===== config.mk =====
export PLATFORM = sky130hd
export DESIGN_NAME = prime_count_in_range_top
export DESIGN_NICKNAME = d
export VERILOG_FILES = /design/src/rtl/pcic_pkg.sv /design/src/rtl/prime_count_in_range_top.sv /design/src/rtl/pcic_div.sv
export SDC_FILE = /design/constraint.sdc
export NUM_CORES = 1
export LEC_CHECK = 0
export ABC_CLOCK_PERIOD_IN_PS = 5000
export BUFFER_PORTS_ARGS = -buffer_cell sky130_fd_sc_hd__buf_4
export CORE_UTILIZATION = 55
export CTS_CLUSTER_DIAMETER = 50
export CTS_CLUSTER_SIZE = 20
export DETAILED_ROUTE_END_ITERATION = 10
export PLACE_DENSITY = 0.83
export SETUP_SLACK_MARGIN = 0.2
export SLEW_MARGIN = 5
export SYNTH_ARGS = -nofsm -noshare
export SYNTH_HDL_FRONTEND = slang
export SYNTH_SLANG_ARGS = --single-unit

===== constraint.sdc =====
create_clock -name clk -period 5 [get_ports clk]
set_clock_uncertainty 0.05 [all_clocks]
set_input_delay 0.75 -clock clk [delete_from_list [all_inputs] [get_ports clk]]
set_output_delay 0.75 -clock clk [all_outputs]
set_load 0.02 [all_outputs]

===== src/rtl/pcic_pkg.sv =====
// Shared constants for the prime counting block.
package pcic_pkg;

  localparam int FIELD_W        = 32;  // width of the range ports
  localparam int COUNT_W        = 31;  // width of the result count
  localparam int MAX_EFF_BITS   = 32;  // values are never read wider than this
  localparam int VALUE_BITS_DEF = 32;  // default signed value width
  localparam int MIN_PRIME      = 2;   // smallest prime, first trial divisor

endpackage


===== src/rtl/prime_count_in_range_top.sv =====
// Prime counting over an inclusive range by trial division on a shared divider.
//
//   channel  | ports                                  | handshake
//   ---------+----------------------------------------+-------------------------
//   request  | in_range_first, in_range_last          | start high, busy low
//   result   | out_prime_count                        | out_valid, one cycle
//
// Each candidate from max(first, 2) to last is divided by d = 2, 3, ... until
// d > v/d (prime) or a zero remainder (composite). Each trial is one run of the
// bit-serial divider at width VB = min(VALUE_BITS, 32) - 1, and the next trial
// is launched only after the divider reports done.
// Synchronous active-low reset returns to idle; busy stays high through the
// result cycle. The receiver cannot stall: out_valid lasts one cycle.
module prime_count_in_range_top
  import pcic_pkg::*;
#(
  parameter int VALUE_BITS = VALUE_BITS_DEF
) (
  input  logic               clk,
  input  logic               rst_n,
  input  logic               start,
  output logic               busy,
  input  logic [FIELD_W-1:0] in_range_first,
  input  logic [FIELD_W-1:0] in_range_last,
  output logic               out_valid,
  output logic [COUNT_W-1:0] out_prime_count
);

  localparam int EW = (VALUE_BITS < MAX_EFF_BITS) ? VALUE_BITS : MAX_EFF_BITS;
  localparam int UW = EW - 1;  // candidates are positive, sign bit dropped

  localparam logic signed [EW-1:0] TWO_S = EW'(MIN_PRIME);
  localparam logic [UW-1:0]        TWO_U = UW'(MIN_PRIME);

  localparam logic [1:0] ST_IDLE   = 2'd0;
  localparam logic [1:0] ST_LAUNCH = 2'd1;
  localparam logic [1:0] ST_WAIT   = 2'd2;
  localparam logic [1:0] ST_DONE   = 2'd3;

  logic [1:0]         state_r, state_nxt;
  logic [UW-1:0]      cand_r,  cand_nxt;
  logic [UW-1:0]      last_r,  last_nxt;
  logic [UW-1:0]      d_r,     d_nxt;
  logic [COUNT_W-1:0] cnt_r,   cnt_nxt;

  logic signed [EW-1:0] first_s;
  logic signed [EW-1:0] last_s;
  logic                 div_start;
  logic                 div_done;
  logic [UW-1:0]        div_quo;
  logic [UW-1:0]        div_rem;

  assign first_s = in_range_first[EW-1:0];
  assign last_s  = in_range_last[EW-1:0];

  pcic_div #(
    .W(UW)
  ) u_div (
    .clk      (clk),
    .rst_n    (rst_n),
    .div_start(div_start),
    .div_num  (cand_r),
    .div_den  (d_r),
    .div_done (div_done),
    .div_quo  (div_quo),
    .div_rem  (div_rem)
  );

  assign div_start = (state_r == ST_LAUNCH);

  always_comb begin
    state_nxt = state_r;
    cand_nxt  = cand_r;
    last_nxt  = last_r;
    d_nxt     = d_r;
    cnt_nxt   = cnt_r;
    case (state_r)
      ST_IDLE: begin
        if (start) begin
          cnt_nxt  = '0;
          d_nxt    = TWO_U;
          last_nxt = last_s[UW-1:0];
          cand_nxt = (first_s < TWO_S) ? TWO_U : first_s[UW-1:0];
          // empty range or nothing at or above two
          if ((first_s > last_s) || (last_s < TWO_S)) begin
            state_nxt = ST_DONE;
          end else begin
            state_nxt = ST_LAUNCH;
          end
        end
      end
      ST_LAUNCH: begin
        state_nxt = ST_WAIT;
      end
      ST_WAIT: begin
        if (div_done) begin
          // d > v/d means no divisor up to the square root
          if ((div_quo < d_r) || (div_rem == '0)) begin
            if (div_quo < d_r) begin
              cnt_nxt = cnt_r + COUNT_W'(1);
            end
            d_nxt = TWO_U;
            if (cand_r == last_r) begin
              state_nxt = ST_DONE;
            end else begin
              cand_nxt  = cand_r + UW'(1);
              state_nxt = ST_LAUNCH;
            end
          end else begin
            d_nxt     = d_r + UW'(1);
            state_nxt = ST_LAUNCH;
          end
        end
      end
      ST_DONE: begin
        state_nxt = ST_IDLE;
      end
      default: begin
        state_nxt = ST_IDLE;
      end
    endcase
  end

  always_ff @(posedge clk) begin
    if (!rst_n) begin
      state_r <= ST_IDLE;
      cnt_r   <= '0;
    end else begin
      state_r <= state_nxt;
      cnt_r   <= cnt_nxt;
    end
    cand_r <= cand_nxt;
    last_r <= last_nxt;
    d_r    <= d_nxt;
  end

  assign busy            = (state_r != ST_IDLE);
  assign out_valid       = (state_r == ST_DONE);
  assign out_prime_count = cnt_r;

`ifndef SYNTHESIS
  a_accept_busy: assert property (@(posedge clk) disable iff (!rst_n)
    (start && !busy) |=> busy)
    else $error("busy not raised after request");

  a_single_result: assert property (@(posedge clk) disable iff (!rst_n)
    out_valid |=> (!out_valid && !busy))
    else $error("result strobe longer than one cycle");

  a_done_in_wait: assert property (@(posedge clk) disable iff (!rst_n)
    div_done |-> (state_r == ST_WAIT))
    else $error("divider finished outside wait state");

  a_prime_counted: assert property (@(posedge clk) disable iff (!rst_n)
    (state_r == ST_WAIT && div_done && div_quo < d_r)
      |=> (cnt_r == $past(cnt_r) + COUNT_W'(1)))
    else $error("prime not counted");
`endif

endmodule


===== src/rtl/pcic_div.sv =====
// Restoring divider, one quotient bit per cycle, shared by all trial divisions.
module pcic_div #(
  parameter int W = 31
) (
  input  logic         clk,
  input  logic         rst_n,
  input  logic         div_start,
  input  logic [W-1:0] div_num,
  input  logic [W-1:0] div_den,
  output logic         div_done,
  output logic [W-1:0] div_quo,
  output logic [W-1:0] div_rem
);

  localparam int CW = $clog2(W);

  logic          run_r,  run_nxt;
  logic          done_r, done_nxt;
  logic [CW-1:0] cnt_r,  cnt_nxt;
  logic [W-1:0]  quo_r,  quo_nxt;
  logic [W-1:0]  rem_r,  rem_nxt;
  logic [W-1:0]  den_r,  den_nxt;
  logic [W:0]    shifted;
  logic [W:0]    diff;

  assign shifted = {rem_r, quo_r[W-1]};
  assign diff    = shifted - {1'b0, den_r};

  always_comb begin
    run_nxt  = run_r;
    done_nxt = 1'b0;
    cnt_nxt  = cnt_r;
    quo_nxt  = quo_r;
    rem_nxt  = rem_r;
    den_nxt  = den_r;
    if (div_start) begin
      run_nxt = 1'b1;
      cnt_nxt = '0;
      quo_nxt = div_num;
      rem_nxt = '0;
      den_nxt = div_den;
    end else if (run_r) begin
      // diff[W] set means the shifted remainder is below the divisor
      if (!diff[W]) begin
        rem_nxt = diff[W-1:0];
        quo_nxt = {quo_r[W-2:0], 1'b1};
      end else begin
        rem_nxt = shifted[W-1:0];
        quo_nxt = {quo_r[W-2:0], 1'b0};
      end
      cnt_nxt = cnt_r + CW'(1);
      if (cnt_r == CW'(W - 1)) begin
        run_nxt  = 1'b0;
        done_nxt = 1'b1;
      end
    end
  end

  always_ff @(posedge clk) begin
    if (!rst_n) begin
      run_r  <= 1'b0;
      done_r <= 1'b0;
      cnt_r  <= '0;
    end else begin
      run_r  <= run_nxt;
      done_r <= done_nxt;
      cnt_r  <= cnt_nxt;
    end
    quo_r <= quo_nxt;
    rem_r <= rem_nxt;
    den_r <= den_nxt;
  end

  assign div_done = done_r;
  assign div_quo  = quo_r;
  assign div_rem  = rem_r;

endmodule


==> results.py, run 1 <==
metrics = {
    "floorplanning": {
        "die_width_um": 159,
        "io_pins": 100,
        "core-area_um2": 24200,
        "design.die.area_um2": 25300,
        "start_util_pct": 55.9,
        "num_rows": 57,
        "chipHeight_um": 159,
    },
    "setup_path": {
        "critPathTopFamily": "simple AND/OR/NAND/NOR gates",
        "timing.critical_path.depth": 11,
        "worstPathMaxFanout": 31,
        "r2r_cells": 11,
        "critPathMaxStageDelay_ns": 0.56,
        "critical_path_required_ns": 5.39,
        "cp_num_buf_inv": 1,
        "worst-setup-path-type": "reg2reg",
        "cell_repeated_most_along_the_worst_path": "sky130_fd_sc_hd__a21o_1",
        "worst_ep_arrival_time_ns": 3.94,
        "reg2reg_setup_slack_ns": 1.45,
        "critPathCaptureType": "register",
        "max_stage_delay_cell_worst_path": "sky130_fd_sc_hd__and3_1",
        "cp_cell_sequence": "inv_1 > ha_1 > a21o_1 > a21o_1 > a21oi_1 > nand4_1 > nor3_1 > o21ai_1 > and3_1 > nor4b_1 > mux2i_1",
        "cp-start-kind": "register",
    },
    "drt": {
        "routed-via-count": 11100,
        "routed_wire_length_per_instance_um": 17.2,
        "drt_wl_total_um": 32300,
        "detail_route.first_pass.iterations": 8,
        "antenna_left": 0,
        "avgViaCountPerCell": 5.94,
        "post-route-drc-count": 0,
        "1st_iter_drt_viols": 852,
    },
    "grt": {
        "grt_util_met1_pct": 32.5,
        "groute.layer.met3.usage_pct": 3.31,
        "grt.total_usage_pct": 25.5,
        "first_global_vias": 10800,
        "layer_carrying_the_most_global_route_usage": "met2",
        "grt_first_pass_wirelength_um": 52900,
        "antenna_found_initial": 0,
        "grt_start_max_net_pins": 62,
        "overflow": 0,
        "grtUsageMet2_pct": 43.4,
    },
    "run": {
        "cap_violations": 0,
    },
    "logic_synthesis": {
        "syn-mean-instance-area_um2": 9.36,
        "synthAdderAreaFrac_pct": 9.20,
        "synth_simple_gate_area_share_pct": 18.6,
        "synth.cell_area_um2": 13500,
        "combinational_family_with_the_most_area_after_synthesis": "simple AND/OR/NAND/NOR gates",
        "synth_seq_cells": 226,
        "synth_enable_flop_cells": 155,
        "synthMuxAreaShare_pct": 0.961,
        "synth_fp_nets": 1613,
        "synth_seq_area_share_pct": 44.9,
        "synth-async-reset-ratio_pct": 0,
        "yosys_warnings": 0,
        "netlist_instances": 1447,
        "synth_compound_gate_area_share_pct": 14.0,
        "post_synthesis_cell_type_count": 67,
        "synth_xor_area_share_pct": 7.82,
        "synthFlopType": "sky130_fd_sc_hd__edfxtp_1",
    },
    "clocking": {
        "tritoncts_num_sinks": 226,
        "cts_made_buffers": 23,
        "tritoncts": "done",
        "insertion_delay_ns": 0.55,
        "clk_transition_reported_paths_ns": 0.08,
        "postCtsHoldBufs": 0,
        "clock_path_buffers": 3,
        "cts_root_buffer": "sky130_fd_sc_hd__clkbuf_16",
        "postCtsSetupBuffers": 0,
        "ctsResizeCount": 0,
        "cts_htree_levels": 1,
    },
    "cells_and_area": {
        "area_growth_pct": 13.7,
        "ff_latch_area_um2": 6080,
        "final_layout_size_suffix_gt1_share_pct": 11.2,
        "antennaDiodeCount": 0,
        "most_common_library_cell_in_the_layout_ignoring_fill_and_taps": "sky130_fd_sc_hd__nand2_1",
        "multiInputGateArea_um2": 6870,
        "fill_cell_instance_count_of_the_final_layout": 1928,
        "leading_cell_types_in_the_layout_fill_and_taps_excluded": "sky130_fd_sc_hd__nand2_1 (192), sky130_fd_sc_hd__edfxtp_1 (155), sky130_fd_sc_hd__buf_4 (111)",
        "nets": 1700,
    },
    "timing": {
        "max-slew-margin-rel_pct": 20.4,
        "timing.final.max_slew_violations": 0,
        "rsz_0062_raised_after_global_routing": "no",
        "final.min_clock_period_ns": 3.55,
        "hold_violations": 0,
        "timing_worst_slew_pin_value_ns": 1.19,
        "report.final.setup_viol": 0,
        "period_share_pct": 70.9,
        "final.setup.tns_ns": 0,
        "max_clock_freq_ghz": 0.282,
    },
    "pwr": {
        "power_leakage_nw": 6.42,
        "design_power_total_mw": 6.38,
        "power.ir.vdd_worst_v": 0.000521,
        "power.density_cell_area_nw_per_um2": 415,
    },
    "worst_hold_path": {
        "hold_path.class": "in2reg",
        "whs_path_depth": 1,
    },
    "placement": {
        "placement.io_buffers": 99,
        "place_hpwl_um": 23900,
        "place.gp.congestion": 0.967,
    },
    "outcome": {
        "run_status": "completed",
    },
}
-- cells by family after synthesis --
group	count (synthesis)
XOR/XNOR	121
AO/OA/AOI/OAI	304
multiplexers	13
flip-flops	226
AND/OR/NAND/NOR	528
adder cells (fa/ha/maj)	99
buffers and inverters	156
-- sequential cells by signal (all words and copies together), names as in the netlist, 5 cells and up --
register,count
cand_r,31
d_r,31
last_r,31
out_prime_count,31
u_div.cnt_r,5
u_div.den_r,31
u_div.div_quo,31
u_div.div_rem,31
-- synth_stat cells, types with 6 or more instances --
cell | instances | area, um^2
sky130_fd_sc_hd__or4_1 | 6 | 45.0
sky130_fd_sc_hd__nand3_1 | 39 | 195
sky130_fd_sc_hd__inv_1 | 106 | 398
sky130_fd_sc_hd__a31o_2 | 10 | 87.6
sky130_fd_sc_hd__mux2i_1 | 13 | 130
sky130_fd_sc_hd__xnor2_1 | 53 | 464
sky130_fd_sc_hd__nor2_1 | 107 | 402
sky130_fd_sc_hd__xor2_1 | 68 | 596
sky130_fd_sc_hd__nor4_1 | 33 | 206
sky130_fd_sc_hd__dfxtp_1 | 71 | 1420
sky130_fd_sc_hd__nor3_1 | 26 | 130
sky130_fd_sc_hd__or3_1 | 17 | 106
sky130_fd_sc_hd__nor2b_1 | 8 | 50.1
sky130_fd_sc_hd__and2_1 | 6 | 37.5
sky130_fd_sc_hd__nand4_1 | 41 | 257
sky130_fd_sc_hd__o21ai_0 | 82 | 410
sky130_fd_sc_hd__ha_1 | 98 | 1230
sky130_fd_sc_hd__a21oi_1 | 96 | 480
sky130_fd_sc_hd__o21ai_1 | 11 | 55.1
sky130_fd_sc_hd__edfxtp_1 | 155 | 4650
sky130_fd_sc_hd__clkbuf_1 | 43 | 161
sky130_fd_sc_hd__o211ai_1 | 6 | 45.0
sky130_fd_sc_hd__o21a_1 | 7 | 52.6
sky130_fd_sc_hd__nand2_1 | 192 | 721
sky130_fd_sc_hd__a21o_1 | 36 | 270
sky130_fd_sc_hd__and3_1 | 22 | 138
sky130_fd_sc_hd__and4_1 | 6 | 52.6
sky130_fd_sc_hd__nand2b_1 | 14 | 87.6
-- area by class of cell --
class,count,share of cell area (%)
flip-flops and latches,226,39.5
clock inverters,19,1.54
repair buffers,111,5.41
multi-input cells,1065,44.6
well taps,324,2.63
inverters,107,2.61
clock buffers,23,3.74
-- through the flow --
stage / util [%] / hold WS, ns / area [um^2] / cells / setup slack, ns
after floorplan: - / 0.376 / 13500 / 1447 / 0.530
after global placement: 60.1 / 0.383 / 14600 / 1833 / 1.74
after detailed placement: 60.1 / 0.393 / 14600 / 1833 / 1.65
after CTS: 63.5 / 0.333 / 15400 / 1875 / 1.54
after global routing: 63.5 / 0.336 / 15400 / 1875 / 1.17
final: 63.5 / 0.347 / 15400 / 1875 / 1.45
-- worst reg2reg max path: stages, from the launching register on --
cell and delay (ns):
sky130_fd_sc_hd__edfxtp_1 0.44, sky130_fd_sc_hd__inv_1 0.11, sky130_fd_sc_hd__ha_1 0.25, sky130_fd_sc_hd__a21o_1 0.17, sky130_fd_sc_hd__a21o_1 0.18, sky130_fd_sc_hd__a21oi_1 0.32
sky130_fd_sc_hd__nand4_1 0.14, sky130_fd_sc_hd__nor3_1 0.18, sky130_fd_sc_hd__o21ai_1 0.20, sky130_fd_sc_hd__and3_1 0.56, sky130_fd_sc_hd__nor4b_1 0.53, sky130_fd_sc_hd__mux2i_1 0.30
-- routing by layer --
layer | share of wire [%] | vias up
met4 | 4.1 | 0
met5 | 0 | -
met3 | 6.2 | 91
met2 | 48 | 429
li1 | - | 5377
met1 | 42 | 5239
-- power by group --
group	total (mW)	leakage, nW	internal (mW)	switching (mW)
Sequential	2.51	2.05	2.26	0.244
Combinational	2.06	3.98	0.849	1.22
Clock	1.81	0.395	0.926	0.886
-- worst paths after layout --
check,from,to
min,in_range_last[17],last_r[17]$_DFFE_PP_
min reg2reg,d_r[30]$_SDFFCE_PP0P_,u_div.den_r[30]$_DFFE_PP_
max,d_r[20]$_SDFFCE_PP0P_,out_prime_count[24]$_SDFFE_PN0P_
max reg2reg,d_r[20]$_SDFFCE_PP0P_,out_prime_count[24]$_SDFFE_PN0P_
Power figures use the tool's default switching activity.
==> run 2: changes to the inputs <==
--- a/config.mk
+++ b/config.mk
@@ -5,7 +5,7 @@
 export SDC_FILE = /design/constraint.sdc
 export NUM_CORES = 1
 export LEC_CHECK = 0
-export ABC_CLOCK_PERIOD_IN_PS = 5000
+export ABC_CLOCK_PERIOD_IN_PS = 3700
 export BUFFER_PORTS_ARGS = -buffer_cell sky130_fd_sc_hd__buf_4
 export CORE_UTILIZATION = 55
 export CTS_CLUSTER_DIAMETER = 50
==> constraint.sdc (replaced) <==
create_clock -name clk -period 3.7 [get_ports clk]
set_clock_uncertainty 0.05 [all_clocks]
set_input_delay 0.555 -clock clk [delete_from_list [all_inputs] [get_ports clk]]
set_output_delay 0.555 -clock clk [all_outputs]
set_load 0.02 [all_outputs]
==> run 2 against run 1 <==
  * Flip-flop and latch count is the same
  * Clock-buffer cell count up 8
  * Maximum frequency increased by 8.4%
  * Sequential share of layout area shrank 0.67 points
  * Sequential power up 35%
  * Clock power grew 61%
  * Worst setup slack worse by 1.0 ns
  * Critical path type unchanged
  * Critical endpoint is now out_prime_count[5]$_SDFFE_PN0P_
  * Largest cell class unchanged
==> results.py, run 2 (synthesis gave the netlist of run 1 again) <==
metrics = {
    "cells_and_area": {
        "antennaDiodeCount": 0,
        "final_layout_size_suffix_gt1_share_pct": 12.1,
        "ff_latch_area_um2": 6080,
        "multiInputGateArea_um2": 6880,
        "stdcell_area_um2": 15700,
        "leading_cell_types_in_the_layout_fill_and_taps_excluded": "sky130_fd_sc_hd__nand2_1 (192), sky130_fd_sc_hd__edfxtp_1 (155), sky130_fd_sc_hd__buf_4 (116)",
        "most_common_library_cell_in_the_layout_ignoring_fill_and_taps": "sky130_fd_sc_hd__nand2_1",
        "nets": 1712,
        "fill_cell_instance_count_of_the_final_layout": 1843,
        "stdcell_count": 1892,
        "area_growth_pct": 15.6,
    },
    "setup_path": {
        "worstReg2RegEnd": "out_prime_count[5]$_SDFFE_PN0P_",
        "cp-startpoint": "d_r[24]$_SDFFCE_PP0P_",
        "setup.worst_path.end": "out_prime_count[5]$_SDFFE_PN0P_",
        "reg2reg_setup_slack_ns": 0.43,
        "worstPathMaxFanout": 31,
        "worst-setup-path-type": "reg2reg",
        "r2r_start": "d_r[24]$_SDFFCE_PP0P_",
        "critical_path_required_ns": 4.10,
        "r2r_cells": 11,
        "critPathCaptureType": "register",
        "cp-start-kind": "register",
        "worst_ep_arrival_time_ns": 3.67,
    },
    "clocking": {
        "postCtsHoldBufs": 0,
        "insertion_delay_ns": 0.55,
        "clock_path_buffers": 3,
        "tritoncts": "done",
        "ctsResizeCount": 0,
        "cts_made_buffers": 29,
        "cts_root_buffer": "sky130_fd_sc_hd__clkbuf_16",
        "clk_transition_reported_paths_ns": 0.06,
        "cts_htree_levels": 1,
        "postCtsSetupBuffers": 0,
        "tritoncts_num_sinks": 226,
    },
    "grt": {
        "antenna_found_initial": 0,
        "layer_carrying_the_most_global_route_usage": "met2",
        "grt_util_met1_pct": 34.1,
        "groute.layer.met3.usage_pct": 3.26,
        "first_global_vias": 10800,
        "grt.total_usage_pct": 25.6,
        "grt_first_pass_wirelength_um": 53300,
        "grtUsageMet2_pct": 43.4,
        "overflow": 0,
        "grt_start_max_net_pins": 62,
    },
    "timing": {
        "timing_worst_slew_pin_value_ns": 0.915,
        "rsz_0062_raised_after_global_routing": "no",
        "setup_slack_ns": 0.430,
        "period_share_pct": 88.4,
        "timing.final.max_slew_violations": 0,
        "final.min_clock_period_ns": 3.27,
        "report.final.setup_viol": 0,
        "final.setup.tns_ns": 0,
        "max-slew-margin-rel_pct": 39.0,
        "hold_violations": 0,
        "max_clock_freq_ghz": 0.306,
    },
    "run": {
        "cap_violations": 0,
    },
    "drt": {
        "1st_iter_drt_viols": 887,
        "drt_wl_total_um": 32500,
        "avgViaCountPerCell": 5.90,
        "detail_route.first_pass.iterations": 5,
        "routed-via-count": 11200,
        "antenna_left": 0,
        "post-route-drc-count": 0,
        "routed_wire_length_per_instance_um": 17.2,
    },
    "floorplanning": {
        "num_rows": 57,
        "core-area_um2": 24200,
        "design.die.area_um2": 25300,
        "die_width_um": 159,
        "start_util_pct": 55.9,
        "chipHeight_um": 159,
        "io_pins": 100,
    },
    "worst_hold_path": {
        "hold_path.class": "in2reg",
    },
    "placement": {
        "place_hpwl_um": 23600,
        "place.gp.congestion": 0.919,
        "pre_cts_ws_ns": 0.561,
        "placement.io_buffers": 99,
        "dp.cells": 1839,
        "placement.cell_area_um2": 14600,
    },
    "pwr": {
        "power.density_cell_area_nw_per_um2": 584,
        "power.ir.vdd_worst_v": 0.000446,
        "power_leakage_nw": 6.54,
    },
    "outcome": {
        "run_status": "completed",
    },
}
==> run 2: cell types whose count changed in the layout (fill, tap and decap cells not counted), sizes merged <==
cell | before | now
clkbuf | 23 | 31
buf | 111 | 117
bufinv | 0 | 3
inv | 118 | 115
clkinv | 8 | 6
clkinvlp | 0 | 5
==> run 2: layer usage <==
metal  vias up  routed length, um
met1      5246              14100
li1       5412                  -
met2       439              15400
met3        75               1910
met4         0               1030
met5         -                  0
==> run 2: per-stage QoR <==
stage | hold slack [ns] | total power, mW | utilization (%)
floorplan | 0.376 | 5.55 | -
global placement | 0.385 | 6.11 | 60.4
detailed placement | 0.388 | 6.22 | 60.4
CTS | 0.140 | 9.14 | 64.6
global route | 0.139 | 9.64 | 64.6
finish | 0.153 | 9.15 | 64.6
==> run 2: worst max-delay path, cell delays in order (launching register included) <==
cell and delay [ns]:
sky130_fd_sc_hd__edfxtp_1 0.40, sky130_fd_sc_hd__inv_1 0.12, sky130_fd_sc_hd__ha_1 0.26, sky130_fd_sc_hd__a21o_1 0.18, sky130_fd_sc_hd__a21o_1 0.17, sky130_fd_sc_hd__a21oi_1 0.14
sky130_fd_sc_hd__o21ai_0 0.15, sky130_fd_sc_hd__nor3_1 0.22, sky130_fd_sc_hd__o21ai_1 0.20, sky130_fd_sc_hd__and3_1 0.55, sky130_fd_sc_hd__or4_1 0.59, sky130_fd_sc_hd__a21oi_1 0.14
==> run 2: final cells by class <==
class	instances	area share [%]
sequential	226	38.8
clock buffer	31	4.68
clock inverter	22	1.79
multi-input combinational	1065	43.9
tap	324	2.59
timing repair buffer	117	5.69
inverter	107	2.56
==> run 2: worst min-delay path by stage <==
stage / slack [ns] / startpoint / endpoint / cells past startpoint
2_1_floorplan: 0.38 / d_r[17]$_SDFFCE_PP0P_ / u_div.den_r[17]$_DFFE_PP_ / 0
3_3_place_gp: 0.39 / d_r[28]$_SDFFCE_PP0P_ / u_div.den_r[28]$_DFFE_PP_ / 0
3_5_place_dp: 0.39 / d_r[30]$_SDFFCE_PP0P_ / u_div.den_r[30]$_DFFE_PP_ / 0
4_1_cts: 0.14 / in_range_last[11] / last_r[11]$_DFFE_PP_ / 1
5_1_grt: 0.14 / in_range_last[16] / last_r[16]$_DFFE_PP_ / 1
6_report: 0.15 / in_range_last[11] / last_r[11]$_DFFE_PP_ / 1
==> run 2: power breakdown <==
group / internal [mW] / switching (mW) / total, mW / leakage, nW
sequential: 3.06 / 0.334 / 3.40 / 2.05
clock: 1.70 / 1.21 / 2.91 / 0.477
combinational: 1.19 / 1.65 / 2.84 / 4.01
total: 5.95 / 3.19 / 9.15 / 6.54
